## src/hdl/sdft_pkg.sv

```systemverilog
// Shared types, constants and functions of the per-pixel sliding DFT unit.
package sdft_pkg;

  // Default geometry, handed to the top-level parameters
  localparam int WINDOW_LEN_DEF   = 15;
  localparam int FRAME_WIDTH_DEF  = 64;
  localparam int FRAME_HEIGHT_DEF = 64;

  // Channel and bin limits
  localparam int NCHAN     = 3;
  localparam int CH_RED    = 0;
  localparam int CH_GREEN  = 1;
  localparam int CH_BLUE   = 2;
  localparam int MAX_BINS  = 8;
  localparam int BIN_IDX_W = 3;
  localparam logic [BIN_IDX_W-1:0] DC_BIN = 3'd0;

  // Twiddle format and rounding
  localparam int TW_FRAC     = 15;
  localparam int TAYLOR_FRAC = 28;
  localparam int TAYLOR_TERMS = 30;

  // Output queue sizing
  localparam int OUTQ_DEPTH = 4;
  localparam int OUTQ_CNT_W = $clog2(OUTQ_DEPTH + 1);

  typedef logic signed [31:0] coef_t;
  typedef logic signed [16:0] diff_t;
  typedef diff_t [NCHAN-1:0] diff_vec_t;
  typedef logic [MAX_BINS-1:0][15:0] twiddle_rom_t;

  // One memory row: real and imaginary part of one bin of one pixel, all channels
  typedef struct packed {
    coef_t [NCHAN-1:0] re;
    coef_t [NCHAN-1:0] im;
  } coef_row_t;

  // Control tag that travels with each bin through the datapath
  typedef struct packed {
    logic                 valid;
    logic [BIN_IDX_W-1:0] bin;
    logic                 last;
  } bin_tag_t;

  // Datapath occupancy and pixel match, seen by the sequencer
  typedef struct packed {
    logic s1_valid;
    logic s2_valid;
    logic pix_hit;
  } pipe_status_t;

  // One result item
  typedef struct packed {
    logic [BIN_IDX_W-1:0] bin_index;
    coef_t [NCHAN-1:0]    re;
    coef_t [NCHAN-1:0]    im;
    logic                 last_bin;
  } bin_result_t;

  typedef enum logic [1:0] {
    ST_CLEAR,
    ST_IDLE,
    ST_RUN
  } seq_state_t;

  // Clamp a wide signed value into 32 bits
  function automatic coef_t sat32(input logic signed [35:0] v);
    coef_t r;
    if (v > 36'sh0_7FFF_FFFF) begin
      r = 32'sh7FFF_FFFF;
    end else if (v < -36'sh0_8000_0000) begin
      r = -32'sh8000_0000;
    end else begin
      r = v[31:0];
    end
    return r;
  endfunction

  // Unsigned quotient by shift and subtract, for building the constant tables
  function automatic longint unsigned udiv64(input longint unsigned num,
                                             input longint unsigned den);
    longint unsigned q;
    longint unsigned rem;
    q   = '0;
    rem = '0;
    for (int i = 63; i >= 0; i--) begin
      rem = {rem[62:0], num[i]};
      if (rem >= den) begin
        rem  = rem - den;
        q[i] = 1'b1;
      end
    end
    return q;
  endfunction

  // Cos or sin table for bins 0..MAX_BINS-1, Taylor series in Q28, rounded to Q1.15
  function automatic twiddle_rom_t twiddle_rom(input int n_len, input logic want_sin);
    twiddle_rom_t      rom;
    longint unsigned   x;
    longint unsigned   x2;
    longint unsigned   tc;
    longint unsigned   ts;
    longint unsigned   den;
    longint            c;
    longint            s;
    longint            v;
    longint            r;
    rom = '0;
    for (int k = 0; k < MAX_BINS; k++) begin
      den = longint'(100000) * longint'(n_len);
      x   = udiv64((longint'(628318) * longint'(k)) << TAYLOR_FRAC, den);
      x2  = (x * x) >> TAYLOR_FRAC;
      tc  = longint'(1) << TAYLOR_FRAC;
      ts  = x;
      c   = 0;
      s   = 0;
      for (int n = 0; n < TAYLOR_TERMS; n++) begin
        if (n % 2 == 1) begin
          c = c - longint'(tc);
          s = s - longint'(ts);
        end else begin
          c = c + longint'(tc);
          s = s + longint'(ts);
        end
        tc = udiv64((tc * x2) >> TAYLOR_FRAC, longint'((2 * n + 1) * (2 * n + 2)));
        ts = udiv64((ts * x2) >> TAYLOR_FRAC, longint'((2 * n + 2) * (2 * n + 3)));
      end
      v = want_sin ? s : c;
      r = (v + (longint'(1) << (TAYLOR_FRAC - TW_FRAC - 1))) >>> (TAYLOR_FRAC - TW_FRAC);
      if (r > 32767) begin
        r = 32767;
      end
      if (r < -32768) begin
        r = -32768;
      end
      rom[k] = r[15:0];
    end
    return rom;
  endfunction

endpackage

```

## src/hdl/sdft_channels.sv

```systemverilog


interface sdft_bin_if;
  logic               valid;
  logic               ready;
  logic [2:0]         bin_index;
  logic signed [31:0] real_red;
  logic signed [31:0] real_green;
  logic signed [31:0] real_blue;
  logic signed [31:0] imag_red;
  logic signed [31:0] imag_green;
  logic signed [31:0] imag_blue;
  logic               last_bin;

  modport source (
    output valid, bin_index, real_red, real_green, real_blue,
           imag_red, imag_green, imag_blue, last_bin,
    input  ready
  );
  modport sink (
    input  valid, bin_index, real_red, real_green, real_blue,
           imag_red, imag_green, imag_blue, last_bin,
    output ready
  );
endinterface

```

## src/hdl/sdft_out_queue.sv

```systemverilog
// Small result queue that drives the bin output channel.
module sdft_out_queue (
  input  logic                                clk,
  input  logic                                rst,
  input  logic                                push,
  input  sdft_pkg::bin_result_t               push_data,
  output logic [sdft_pkg::OUTQ_CNT_W-1:0]     count,
  sdft_bin_if.source                          bin_out
);

  localparam int PTR_W = $clog2(sdft_pkg::OUTQ_DEPTH);

  sdft_pkg::bin_result_t   entries [sdft_pkg::OUTQ_DEPTH];
  logic [PTR_W-1:0]        head;
  logic [PTR_W-1:0]        tail;
  logic                    pop;
  sdft_pkg::bin_result_t   head_item;

  assign pop = bin_out.valid && bin_out.ready;

  // Store pushed items
  always_ff @(posedge clk) begin
    if (push) begin
      entries[tail] <= push_data;
    end
  end

  // Advance pointers and count
  always_ff @(posedge clk) begin
    if (rst) begin
      head  <= '0;
      tail  <= '0;
      count <= '0;
    end else begin
      if (push) begin
        tail <= tail + 1'b1;
      end
      if (pop) begin
        head <= head + 1'b1;
      end
      if (push && !pop) begin
        count <= count + 1'b1;
      end else if (pop && !push) begin
        count <= count - 1'b1;
      end
    end
  end

  // Present the oldest item
  always_comb begin
    head_item          = entries[head];
    bin_out.valid      = (count != '0);
    bin_out.bin_index  = head_item.bin_index;
    bin_out.real_red   = head_item.re[sdft_pkg::CH_RED];
    bin_out.real_green = head_item.re[sdft_pkg::CH_GREEN];
    bin_out.real_blue  = head_item.re[sdft_pkg::CH_BLUE];
    bin_out.imag_red   = head_item.im[sdft_pkg::CH_RED];
    bin_out.imag_green = head_item.im[sdft_pkg::CH_GREEN];
    bin_out.imag_blue  = head_item.im[sdft_pkg::CH_BLUE];
    bin_out.last_bin   = head_item.last_bin;
  end

`ifndef NO_ASSERTIONS
  a_no_overflow: assert property (@(posedge clk) disable iff (rst)
    push && !pop |-> count != sdft_pkg::OUTQ_CNT_W'(sdft_pkg::OUTQ_DEPTH))
    else $error("result queue overflow");
`endif

endmodule

```

## src/flat_wrapper.sv

```systemverilog
// flat-port wrapper written by rule: the top's interface ports become plain ports
module sdft_out_queue_flat 
  (clk, rst, push, push_data, count, bin_out_valid, bin_out_bin_index, bin_out_real_red, bin_out_real_green, bin_out_real_blue, bin_out_imag_red, bin_out_imag_green, bin_out_imag_blue, bin_out_last_bin, bin_out_ready);
  sdft_bin_if bin_out_i ();
  input  logic clk;
  input  logic rst;
  input  logic push;
  input  sdft_pkg::bin_result_t push_data;
  output logic [sdft_pkg::OUTQ_CNT_W-1:0] count;
  output wire logic [$bits(bin_out_i.valid)-1:0] bin_out_valid;
  output wire logic [$bits(bin_out_i.bin_index)-1:0] bin_out_bin_index;
  output wire logic [$bits(bin_out_i.real_red)-1:0] bin_out_real_red;
  output wire logic [$bits(bin_out_i.real_green)-1:0] bin_out_real_green;
  output wire logic [$bits(bin_out_i.real_blue)-1:0] bin_out_real_blue;
  output wire logic [$bits(bin_out_i.imag_red)-1:0] bin_out_imag_red;
  output wire logic [$bits(bin_out_i.imag_green)-1:0] bin_out_imag_green;
  output wire logic [$bits(bin_out_i.imag_blue)-1:0] bin_out_imag_blue;
  output wire logic [$bits(bin_out_i.last_bin)-1:0] bin_out_last_bin;
  input wire logic [$bits(bin_out_i.ready)-1:0] bin_out_ready;
  assign bin_out_valid = bin_out_i.valid;
  assign bin_out_bin_index = bin_out_i.bin_index;
  assign bin_out_real_red = bin_out_i.real_red;
  assign bin_out_real_green = bin_out_i.real_green;
  assign bin_out_real_blue = bin_out_i.real_blue;
  assign bin_out_imag_red = bin_out_i.imag_red;
  assign bin_out_imag_green = bin_out_i.imag_green;
  assign bin_out_imag_blue = bin_out_i.imag_blue;
  assign bin_out_last_bin = bin_out_i.last_bin;
  assign bin_out_i.ready = bin_out_ready;
  sdft_out_queue u_core (.clk(clk), .rst(rst), .push(push), .push_data(push_data), .count(count), .bin_out(bin_out_i));
endmodule
```

## config.mk

```make
export PLATFORM = sky130hd
export DESIGN_NAME = sdft_out_queue_flat
export DESIGN_NICKNAME = d
export VERILOG_FILES = /design/src/hdl/sdft_pkg.sv /design/src/hdl/sdft_channels.sv /design/src/hdl/sdft_out_queue.sv /design/src/flat_wrapper.sv
export SDC_FILE = /design/constraint.sdc
export NUM_CORES = 1
export LEC_CHECK = 0
export ABC_AREA = 1
export BUFFER_PORTS_ARGS = -buffer_cell sky130_fd_sc_hd__buf_2
export CAP_MARGIN = 0
export CORE_UTILIZATION = 55
export DETAILED_ROUTE_END_ITERATION = 16
export PLACE_DENSITY = 0.77
export SLEW_MARGIN = 20
export SYNTH_ARGS = -nofsm -noshare
export SYNTH_HDL_FRONTEND = slang
export SYNTH_SLANG_ARGS = --single-unit
```

## constraint.sdc

```tcl
create_clock -name clk -period 7.2 [get_ports clk]
set_input_delay 1.44 -clock clk [delete_from_list [all_inputs] [get_ports clk]]
set_output_delay 1.44 -clock clk [all_outputs]
set_load 0.02 [all_outputs]
```

==> impl_results.rst <==
.. list-table::
   :header-rows: 1

   * - Metric
     - Value
   * - Max IR drop VDD
     - 0.313 mV
   * - Post-synthesis area per instance
     - 15.0 sq um
   * - Gp weighted congestion
     - 0.784
   * - Chip width
     - 233 um
   * - Prevailing post-synth register cell
     - sky130_fd_sc_hd__edfxtp_1
   * - Post-synthesis cell area
     - 29400 sq um
   * - First-pass DRT Iterations
     - 6
   * - Core utilization of the finished layout
     - 0.647
   * - Portion of netlist area occupied by mux cells
     - 0
   * - Total grt overflow
     - 0
   * - Max Clk Rate
     - 204 MHz
   * - Largest family of logic cells by synthesized area
     - compound AO/OA/AOI/OAI gates
   * - Maximum number of pins on one net before global-route repair
     - 211
   * - Synth Area in XOR/XNOR
     - 0.000298
   * - Fraction of the mapped netlist area in adder cells
     - 0.00281
   * - RSZ-0062 raised after global routing
     - no
   * - Global router's overall resource usage
     - 0.237
   * - Number of warnings issued by yosys
     - 0
   * - Number of input and output port buffers inserted
     - 399
   * - Data required, critical path
     - 5.76 ns
   * - Post-synthesis cell type with the largest combined area
     - sky130_fd_sc_hd__edfxtp_1
   * - Synthesized-area fraction occupied by and/or/nand/nor cells
     - 0.0532
   * - Leakage power figure
     - 0.0118 uW
   * - Worst Skew
     - 0.0152 ns
   * - Post-synth top area share
     - 0.800
   * - Net Count, Synth
     - 2163
   * - Worst reg-to-reg setup slack
     - 4.40 ns
   * - Die area
     - 54400 sq um
   * - Most common cell after layout, fill and taps aside
     - sky130_fd_sc_hd__edfxtp_1
   * - CTS tree
     - built
   * - Core Box Area
     - 52700 sq um
   * - Final count of hold timing violations
     - 0
   * - Class of the tightest hold or removal check
     - reg -> reg
   * - Slew margin rel.
     - 0.144
   * - Number of global-route vias before repair
     - 17700
   * - Final max-slew violation count
     - 0
   * - Post-CTS setup buffer count
     - 0
   * - Endpoint of the lowest-slack register-to-register path
     - u_core.entries[0][177]$_DFFE_PP_
   * - Iteration-0 DRC count of the detailed router
     - 1560
   * - Total of flip-flops plus latches after synthesis
     - 793
   * - Startpoint type of the worst setup path
     - register
   * - Number of placed instances, taps included
     - 2930
   * - Arrival time at the worst endpoint
     - 3.47 ns
   * - Antenna violations before repair
     - 19
   * - Fraction of layout cells with a size suffix above 1
     - 0.218
   * - Kind of end point of the critical path
     - output pin
   * - Worst reg2reg startpoint
     - u_core.tail[0]$_SDFFE_PP0P_
   * - Layout Area Growth over Synthesis
     - 15.8%
   * - Maximum fanout count along the critical path
     - 108
   * - Worst Reg-to-Reg Cells
     - 5
   * - Post-layout net count
     - 2529
   * - Kind of critical path
     - reg -> out
   * - Number of synthesized flops with an enable pin
     - 784
   * - Starting utilization of the core area
     - 0.559
   * - DRC violation count after routing
     - 0
   * - Share of flip-flops with an asynchronous set or reset after synthesis
     - 0
   * - Highest-count cells in the layout ignoring fill and taps
     - sky130_fd_sc_hd__edfxtp_1 (784), sky130_fd_sc_hd__buf_2 (399), sky130_fd_sc_hd__nor2_1 (398)
   * - Cells after synthesis
     - 1957
   * - Average wire length per cell after detail routing
     - 21.6 um
   * - Run status
     - finished clean
   * - Clock Pin Slew Worst Setup and Hold Paths
     - 0.06 ns
   * - Hold bufs inserted after CTS
     - 0
   * - Non-filler instance count after layout
     - 3086
   * - Cell at the root of the clock tree
     - sky130_fd_sc_hd__clkbuf_16
   * - Deepest level of the CTS H-tree
     - 3
   * - Final worst slack
     - 2.29 ns
   * - Period utilisation layout
     - 0.682
   * - Ports placed on the boundary
     - 400
   * - Tightest Pin Transition
     - 1.28 ns
   * - Synth unique cells
     - 20
   * - Core Rows
     - 84
   * - Setup Total Neg Slack
     - 0 ns
   * - Vias per std cell
     - 5.83
   * - Final Power
     - 11900 uW
   * - Maximum buffer depth of the clock tree
     - 3
   * - Reported max-cap violation count
     - 0
   * - PD cells
     - 349 nW/um^2
   * - Final wirelength
     - 66800 um
   * - Wire length of the first global-routing pass
     - 98200 um
   * - Vias
     - 18000
   * - Number of cells upsized or downsized after cts
     - 0
   * - Overall die height
     - 233 um
   * - Min-Delay Path Depth
     - 2
   * - Sequential fraction of the synthesis area
     - 0.806
   * - Compound-gate portion of the synthesized area
     - 0.110
   * - Pre-CTS setup slack
     - 2.97 ns
   * - Sink count of the clock tree
     - 793
   * - CTS buffer count
     - 79
   * - Leading post-synthesis cells by cell area
     - sky130_fd_sc_hd__edfxtp_1 (80%), sky130_fd_sc_hd__nor2_1 (5.1%), sky130_fd_sc_hd__o22ai_1 (4.2%), sky130_fd_sc_hd__o21ai_0 (3.6%), sky130_fd_sc_hd__o21ai_1 (3.1%)
   * - Startpoint of the lowest-slack hold path
     - u_core.head[1]$_SDFFE_PP0P_
   * - ANT nets after route
     - 0
   * - Worst skew pair latency
     - 0.60 ns
   * - Min Clock Period, post-route
     - 4.91 ns
   * - Sum of net half-perimeters after detailed placement
     - 36600 um
   * - Count of endpoints failing setup in the final report
     - 0
==> stage by stage <==
stage                     hold WS [ns]  instance area (sq um)
after floorplan                  0.459                  29400
after global placement           0.477                  31700
after detailed placement         0.492                  31700
after CTS                        0.504                  34000
after global routing             0.513                  34100
final                            0.499                  34100
==> synth_stat cells (5+ instances only) <==
library cell,n
sky130_fd_sc_hd__clkbuf_2,10
sky130_fd_sc_hd__a21oi_1,5
sky130_fd_sc_hd__o21ai_0,211
sky130_fd_sc_hd__nor2_1,398
sky130_fd_sc_hd__buf_2,43
sky130_fd_sc_hd__dfxtp_1,9
sky130_fd_sc_hd__o22ai_1,196
sky130_fd_sc_hd__buf_4,9
sky130_fd_sc_hd__buf_6,22
sky130_fd_sc_hd__ha_1,5
sky130_fd_sc_hd__edfxtp_1,784
sky130_fd_sc_hd__clkbuf_1,45
sky130_fd_sc_hd__nand2_1,15
sky130_fd_sc_hd__inv_1,14
sky130_fd_sc_hd__o21ai_1,184
==> critical path, stage by stage (launching register included) <==
cell and delay (ns):
sky130_fd_sc_hd__dfxtp_4 0.38, sky130_fd_sc_hd__buf_4 0.67, sky130_fd_sc_hd__buf_4 0.89, sky130_fd_sc_hd__o21ai_0 0.26, sky130_fd_sc_hd__o22ai_1 0.29, sky130_fd_sc_hd__buf_2 0.22
==> state kept, by name, indices dropped and copies added, names as in the netlist, named ones only <==
register,count
u_core.head,2
u_core.entries,784
u_core.tail,2
u_core.count,3
==> worst max-delay path by stage <==
stage	endpoint	slack, ns	depth (start not counted)
global placement	bin_out_real_green[10]	3.07	5
CTS	bin_out_real_green[16]	2.31	5
global route	bin_out_real_red[7]	2.05	5
detailed placement	bin_out_real_green[10]	2.97	5
finish	bin_out_real_red[7]	2.29	5
floorplan	u_core.entries[2][0]$_DFFE_PP_	1.42	2
==> per-layer routing <==
metal,vias up,part of all wire,global-route usage
met5,-,0.00087,0
met4,10,0.034,0.117
met3,139,0.074,0.0525
met2,733,0.50,0.391
met1,8913,0.39,0.296
li1,8186,-,-
==> cell families (layout without fill, tap and decap cells) <==
family | after synthesis | count (layout)
and+or+nand+nor | 416 | 416
other | 0 | 20
AOI/OAI and AO/OA | 596 | 596
xor gates and xnor gates | 1 | 1
adders and majority gates | 6 | 6
buffers and inverters | 145 | 566
DFF | 793 | 793
==> cell type report <==
class,instances,area [sq um]
antenna,20,50.0
clock buffer,103,2110
clock inverter,33,189
fill,3620,18600
inverter,16,110
multi-input combinational,1019,4880
sequential,793,23700
tap,688,861
timing repair buffer,414,2150
==> power by group <==
group	total [uW]	leakage, uW	switching [uW]	internal (uW)
Combinational	2830	0.00342	2050	780
Clock	3710	0.00112	1610	2090
Sequential	5370	0.00728	70.7	5300
(Power assumes the default switching activity.)
